$ cat src/sv/pfd_pkg.sv
`timescale 1ns / 1ps

package pfd_pkg;

  // Field and datapath widths
  localparam int SAMPLE_W  = 8;
  localparam int COEF_W    = 16;
  localparam int PROD_W    = 24;
  localparam int SUM_W     = 26;
  localparam int ACC_W     = 32;
  localparam int OUT_SHIFT = 14;

  // Coefficient register file: one packed row of three taps per phase
  localparam int COEF_REGS = 3;
  localparam int ROW_TAPS  = 3;
  localparam int REG_W     = COEF_W * ROW_TAPS;
  localparam int INDEX_W   = 2;

  // Register indexes
  localparam logic [INDEX_W-1:0] REG_COEF_PHASE0 = 2'd0;
  localparam logic [INDEX_W-1:0] REG_COEF_PHASE1 = 2'd1;
  localparam logic [INDEX_W-1:0] REG_COEF_PHASE2 = 2'd2;

  localparam logic [REG_W-1:0] COEF_PHASE0_RST = 48'd270075142;
  localparam logic [REG_W-1:0] COEF_PHASE1_RST = 48'd5523598016512;
  localparam logic [REG_W-1:0] COEF_PHASE2_RST = 48'd281067332304801;

  // Phase counter
  localparam int PHASE_W = 2;
  localparam int PHASES  = 3;
  localparam logic [PHASE_W-1:0] PHASE_RST  = 2'd2;
  localparam logic [PHASE_W-1:0] PHASE_EMIT = 2'd1;
  localparam logic [PHASE_W-1:0] PHASE_LAST = PHASE_W'(PHASES - 1);

  // Default number of tap lanes
  localparam int TAP_COUNT_DEF = 3;

endpackage

$ cat src/sv/polyphase_fir_decimator_core.sv
`timescale 1ns / 1ps
// Channel   Handshake              Payload          Word
// input     in_valid / in_stall    sample_in [7:0]  one signed sample
// output    out_valid / out_stall  sample_out [7:0] one decimated sample
// config    cfg_write              cfg_index, cfg_data [47:0]
//
// One sample is taken every cycle unless in_stall is high; a result word
// follows every third sample, registered as its last sample is taken.
// Lane multiplies, the adder chain and the accumulator are each one register
// stage per sample, so the whole datapath advances once per accepted word.
// Reset (rst, synchronous) zeroes the lanes, skew lines and accumulator,
// loads the default coefficients and sets the phase to two.
// in_stall rises only while a result waits in the output register and
// out_stall holds it there; no input is dropped.
module polyphase_fir_decimator_core #(
  parameter int TAP_COUNT = pfd_pkg::TAP_COUNT_DEF
) (
  input  logic                                clk,
  input  logic                                rst,
  input  logic                                in_valid,
  output logic                                in_stall,
  input  logic signed [pfd_pkg::SAMPLE_W-1:0] sample_in,
  output logic                                out_valid,
  input  logic                                out_stall,
  output logic signed [pfd_pkg::SAMPLE_W-1:0] sample_out,
  input  logic                                cfg_write,
  input  logic [pfd_pkg::INDEX_W-1:0]         cfg_index,
  input  logic [pfd_pkg::REG_W-1:0]           cfg_data
);

  localparam int SW         = pfd_pkg::SAMPLE_W;
  localparam int CW         = pfd_pkg::COEF_W;
  localparam int PW         = pfd_pkg::PROD_W;
  localparam int SUMW       = pfd_pkg::SUM_W;
  localparam int AW         = pfd_pkg::ACC_W;
  localparam int SKEW_DEPTH = TAP_COUNT + 1;

  logic [pfd_pkg::REG_W-1:0]   coef [pfd_pkg::COEF_REGS];
  logic [pfd_pkg::REG_W-1:0]   coef_row;
  logic [SW-1:0]               lane_input [TAP_COUNT];
  logic [SW-1:0]               lane_input_next [TAP_COUNT];
  logic [PW-1:0]               lane_product [TAP_COUNT];
  logic [PW-1:0]               lane_product_next [TAP_COUNT];
  logic [SUMW-1:0]             lane_sum [TAP_COUNT];
  logic [SUMW-1:0]             lane_sum_next [TAP_COUNT];
  logic [SW-1:0]               skew_delay [TAP_COUNT-1][SKEW_DEPTH];
  logic [AW-1:0]               decim_accumulator;
  logic [AW-1:0]               chain_out;
  logic [pfd_pkg::PHASE_W-1:0] phase_index;
  logic [pfd_pkg::PHASE_W-1:0] phase_index_next;
  logic                        in_take;
  logic                        emit;

  // Accept while the output register is empty or being drained
  assign in_stall = out_valid && out_stall;
  assign in_take  = in_valid && !in_stall;
  assign emit     = (phase_index == pfd_pkg::PHASE_EMIT);

  // Pick the coefficient row of the current phase; missing rows are zero
  always_comb begin
    if (phase_index < pfd_pkg::PHASE_W'(pfd_pkg::COEF_REGS)) begin
      coef_row = coef[phase_index];
    end else begin
      coef_row = '0;
    end
  end

  // Per-lane multiply and adder chain
  for (genvar i = 0; i < TAP_COUNT; i++) begin : g_lane
    logic [CW-1:0] tap_coef;
    logic [PW-1:0] lane_ext;
    logic [PW-1:0] coef_ext;

    if (i < pfd_pkg::ROW_TAPS) begin : g_coef
      assign tap_coef = coef_row[CW*i +: CW];
    end else begin : g_nocoef
      assign tap_coef = '0;
    end

    // Sign-extend both operands to the product width; the low bits match
    assign lane_ext = {{(PW-SW){lane_input[i][SW-1]}}, lane_input[i]};
    assign coef_ext = {{(PW-CW){tap_coef[CW-1]}}, tap_coef};
    assign lane_product_next[i] = PW'(lane_ext * coef_ext);

    if (i == 0) begin : g_first
      assign lane_input_next[i] = sample_in;
      assign lane_sum_next[i]   = {{(SUMW-PW){lane_product[i][PW-1]}}, lane_product[i]};
    end else begin : g_rest
      assign lane_input_next[i] = skew_delay[i-1][SKEW_DEPTH-1];
      assign lane_sum_next[i]   = {{(SUMW-PW){lane_product[i][PW-1]}}, lane_product[i]}
                                  + lane_sum[i-1];
    end
  end

  assign chain_out = {{(AW-SUMW){lane_sum[TAP_COUNT-1][SUMW-1]}}, lane_sum[TAP_COUNT-1]};

  // Rotate the phase
  always_comb begin
    if (phase_index >= pfd_pkg::PHASE_LAST) begin
      phase_index_next = '0;
    end else begin
      phase_index_next = phase_index + 1'b1;
    end
  end

  // Coefficient registers
  always_ff @(posedge clk) begin
    if (rst) begin
      coef[0] <= pfd_pkg::COEF_PHASE0_RST;
      coef[1] <= pfd_pkg::COEF_PHASE1_RST;
      coef[2] <= pfd_pkg::COEF_PHASE2_RST;
    end else if (cfg_write) begin
      if (cfg_index == pfd_pkg::REG_COEF_PHASE0) begin
        coef[0] <= cfg_data;
      end
      if (cfg_index == pfd_pkg::REG_COEF_PHASE1) begin
        coef[1] <= cfg_data;
      end
      if (cfg_index == pfd_pkg::REG_COEF_PHASE2) begin
        coef[2] <= cfg_data;
      end
    end
  end

  // Advance lanes, skew lines, accumulator and phase on each taken word
  always_ff @(posedge clk) begin
    if (rst) begin
      for (int i = 0; i < TAP_COUNT; i++) begin
        lane_input[i]   <= '0;
        lane_product[i] <= '0;
        lane_sum[i]     <= '0;
      end
      for (int i = 0; i < TAP_COUNT - 1; i++) begin
        for (int j = 0; j < SKEW_DEPTH; j++) begin
          skew_delay[i][j] <= '0;
        end
      end
      decim_accumulator <= '0;
      phase_index       <= pfd_pkg::PHASE_RST;
    end else if (in_take) begin
      for (int i = 0; i < TAP_COUNT; i++) begin
        lane_input[i]   <= lane_input_next[i];
        lane_product[i] <= lane_product_next[i];
        lane_sum[i]     <= lane_sum_next[i];
      end
      for (int i = 0; i < TAP_COUNT - 1; i++) begin
        skew_delay[i][0] <= lane_input_next[i];
        for (int j = 1; j < SKEW_DEPTH; j++) begin
          skew_delay[i][j] <= skew_delay[i][j-1];
        end
      end
      if (emit) begin
        decim_accumulator <= chain_out;
      end else begin
        decim_accumulator <= decim_accumulator + chain_out;
      end
      phase_index <= phase_index_next;
    end
  end

  // Output register: load on an emitting word, drop once taken
  always_ff @(posedge clk) begin
    if (rst) begin
      out_valid <= 1'b0;
    end else if (in_take && emit) begin
      out_valid <= 1'b1;
    end else if (!out_stall) begin
      out_valid <= 1'b0;
    end
  end

  always_ff @(posedge clk) begin
    if (in_take && emit) begin
      sample_out <= decim_accumulator[pfd_pkg::OUT_SHIFT +: SW];
    end
  end

endmodule

$ cat config.mk
export PLATFORM = sky130hd
export DESIGN_NAME = polyphase_fir_decimator_core
export DESIGN_NICKNAME = d
export VERILOG_FILES = /design/src/sv/pfd_pkg.sv /design/src/sv/polyphase_fir_decimator_core.sv
export SDC_FILE = /design/constraint.sdc
export NUM_CORES = 2
export LEC_CHECK = 0
export ABC_AREA = 1
export BUFFER_PORTS_ARGS = -buffer_cell sky130_fd_sc_hd__buf_2
export CAP_MARGIN = 40
export CORE_MARGIN = 2
export CORE_UTILIZATION = 60
export CTS_BUF_LIST = sky130_fd_sc_hd__clkbuf_4
export DETAILED_ROUTE_END_ITERATION = 10
export PLACE_DENSITY_LB_ADDON = 0.08
export REMOVE_ABC_BUFFERS = 1
export SLEW_MARGIN = 25
export SYNTH_ARGS = -nofsm -noshare
export SYNTH_HDL_FRONTEND = slang
export SYNTH_SLANG_ARGS = --single-unit
$ cat constraint.sdc
create_clock -name clk -period 11.67 [get_ports clk]
set_input_delay 1.7505 -clock clk [delete_from_list [all_inputs] [get_ports clk]]
set_output_delay 1.7505 -clock clk [all_outputs]
set_load 0.02 [all_outputs]
==> flow_metrics.py <==
metrics = {
    "outcome": {
        "status": "finished, final reports clean",
    },
    "power_and_ir_drop": {
        "pwr-share-clk_pct": 21.2,
        "p_seq_share_pct": 31.9,
        "p_int_mw": 3.24,
        "power_switching_mw": 2.40,
        "vdd_drop_max_uv": 99.0,
        "p_leak_nw": 16.2,
        "p_sw_share_pct": 42.6,
        "p_per_area_nw_per_um2": 168,
        "p_total_mw": 5.63,
        "p_comb_share_pct": 46.8,
    },
    "clock_network": {
        "numCtsBuffers": 102,
        "postCtsHoldBufs": 0,
        "path_clk_slew_ps": 70,
        "cts.sinks": 383,
        "htreeDepth": 3,
        "cts_tree": "yes",
        "cts-resized-gates": 0,
        "clk_latency_ps": 890,
        "cts.path.max_buffers": 3,
        "clock-root-buffer": "clkbuf_4",
        "cts_setup_buffers": 0,
    },
    "setup_path": {
        "crit_path_end_kind": "flip-flop",
        "worst-path-buf-inv": 3,
        "path_class": "reg -> reg",
        "worstPathRequired_ps": 12310,
        "crit_top_cell": "fa_1",
        "critical-path-max-stage-delay_ps": 760,
        "cp_top_family": "adder cells",
        "arrival_ps": 6770,
        "slowest_stage": "clkinv_2",
        "crit_chain": "nand2_2 -> clkinv_2 -> nor2_1 -> o21ai_1 -> nor2_1 -> fa_1 -> fa_1 -> fa_1 -> inv_1 -> fa_1 -> inv_1 -> ha_1 -> a21oi_1 -> a21boi_0 -> a21oi_1 -> nor3_1 -> nand3_1 -> nand2_1 -> nor2_1",
        "startpoint_type": "flip-flop",
        "crit_path_max_fanout": 42,
    },
    "sta": {
        "worstMarginPinSlew_ps": 873,
        "period_needed_ps": 6130,
        "finalHoldViolCount": 0,
        "fin_skew_ps": 48.4,
        "setup_viol": 0,
        "relSlewSlack_pct": 41.8,
        "fin_setup_tns_ps": 0,
        "rsz0062_at_grt": "no",
        "finalCritPeriodShare_pct": 52.5,
        "slew_viol_final": 0,
        "fmax_mhz": 163,
    },
    "global_route": {
        "grt_pass1_vias": 24800,
        "antenna_found_initial": 2,
        "grt_usage_pct": 29.9,
        "met1_usage_pct": 39.0,
        "grt_pass1_wl_um": 126000,
        "met2_usage_pct": 50.5,
        "top_usage_layer": "met2",
        "grt_start_max_net_pins": 88,
        "gr-total-overflow": 0,
        "grtUsageMet3_pct": 4.99,
    },
    "drt": {
        "post_drt_wl_per_cell_um": 17.1,
        "ant_nets": 0,
        "num_vias": 24200,
        "drt_wl_total_um": 77000,
        "drt_iter0_drc": 1687,
        "drt_drc_violations_left": 0,
        "firstDrtPassIters": 8,
        "via_per_inst": 5.39,
    },
    "finish": {
        "areaGrowthSynthToFinish_pct": 7.68,
        "drive_gt1_share_pct": 7.78,
        "nets": 4284,
        "final_cells": 4502,
        "fin_area_um2": 33500,
    },
    "die": {
        "core-area_um2": 51300,
        "rows": 83,
        "die-height_um": 232,
        "die_w_um": 232,
        "die_area_um2": 53700,
        "start_util_pct": 60.7,
        "io_pins": 73,
    },
    "placement": {
        "dp.cells": 4315,
        "dp_hpwl_um": 57400,
        "port_buffers": 72,
        "routabilityCongestion": 0.961,
        "placed_cell_area_um2": 32100,
    },
    "min_path": {
        "hold_path.class": "reg -> reg",
    },
    "synth": {
        "yosys_warnings": 0,
        "synth_edf_count": 356,
        "ys_ff_latch": 383,
        "ys.flop_type": "edfxtp_1",
        "ys_seq_area_share_pct": 36.1,
        "netlist_instances": 3634,
        "avgSynthCellArea_um2": 8.57,
        "syn-cell-area_um2": 31100,
        "synthArstFlopShare_pct": 0,
        "yosysUniqueCellTypes": 47,
    },
    "run": {
        "cap_violations": 0,
    },
}
## tightest hold or removal path, cell delays in order (launching register included)
cell	delay, ps
dfxtp_1	310
nand2_1	60
nand2_1	40
## power by group through the flow
| stage | Clock [mW] | Sequential [mW] | Combinational, mW |
|---|---|---|---|
| 2_1_floorplan | 0 | 1.79 | 1.95 |
| 3_3_place_gp | 0 | 1.83 | 2.55 |
| 3_5_place_dp | 0 | 1.83 | 2.60 |
| 4_1_cts | 1.23 | 1.80 | 2.63 |
| 5_1_grt | 1.30 | 1.81 | 3.05 |
| 6_report | 1.20 | 1.80 | 2.64 |
## routing by layer
| metal | share of wire [%] | routed length (um) |
|---|---|---|
| met5 | 0 | 0 |
| met2 | 48 | 37000 |
| met1 | 43 | 33200 |
| met3 | 5.8 | 4450 |
| met4 | 3.1 | 2360 |
## state kept, by name (all words and copies together), names as in the netlist, named ones only
signal / flops
skew_delay: 55
lane_input: 17
decim_accumulator: 22
lane_product: 66
out_valid: 1
sample_out: 8
phase_index: 2
coef: 144
lane_sum: 66
## Yosys cell counts, types with 9 or more instances
cell type  instances  area [um2]
inv_1            733        2750
nor2_1           729        2740
nand2_1          570        2140
edfxtp_1         356       10700
fa_1             291        5830
a21oi_1          199         996
ha_1             189        2360
o21ai_0          134         671
nand3_1          111         556
clkbuf_1          66         248
dfxtp_1           27         541
nand4_1           25         156
nor3_1            21         105
o21a_1            17         128
o21bai_1          17         128
xnor2_1           17         149
xor2_1            16         140
buf_2             15        75.1
o21ai_1           12        60.1
or2_2             11        68.8
a21o_1            10        75.1
o211ai_1           9        67.6
## metrics by stage
stage                     hold slack (ps)  utilization, %  setup WS, ps
final                                 457            65.3          5540
after global routing                  471            65.3          5050
after CTS                             460            65.2          5550
after detailed placement              447            62.7          5570
after global placement                445            62.6          5640
after floorplan                       432               -          4750
## cells in the final DEF (no fill, tap or decap), types with 26 or more instances in the layout
master,Yosys,final
clkbuf_4,0,152
buf_2,15,72
nor2_1,729,727
edfxtp_1,356,356
fa_1,291,291
o21ai_0,134,134
a21oi_1,199,199
dfxtp_1,27,26
nand3_1,111,110
ha_1,189,189
inv_1,733,731
nand2_1,570,567
## final cells by class
type / count / area, um2
sequential: 383 / 11200
timing repair buffer: 89 / 568
inverter: 738 / 2790
clock inverter: 29 / 166
tap: 680 / 851
fill: 4362 / 17800
clock buffer: 152 / 1140
multi-input combinational: 2427 / 16800
antenna: 4 / 10.0
## final timing paths
path / from / end / slack [ps] / depth (start not counted)
worst min register to register: decim_accumulator[9] / decim_accumulator[9] / 460 / 2
worst min-delay path: decim_accumulator[9] / decim_accumulator[9] / 460 / 2
worst max-delay path: phase_index[1] / lane_product[0][45] / 5540 / 19
worst max register to register: phase_index[1] / lane_product[0][45] / 5540 / 19
## cell families after synthesis
kind of cell             Yosys count  synth area share, %
AND/OR/NAND/NOR                 1496                 19.2
XOR/XNOR                          33                0.928
AO/OA/AOI/OAI                    418                 7.32
buffers and inverters            824                 10.1
flip-flops                       383                 36.1
adder cells (fa/ha/maj)          480                 26.3
(Power assumes the default switching activity.)
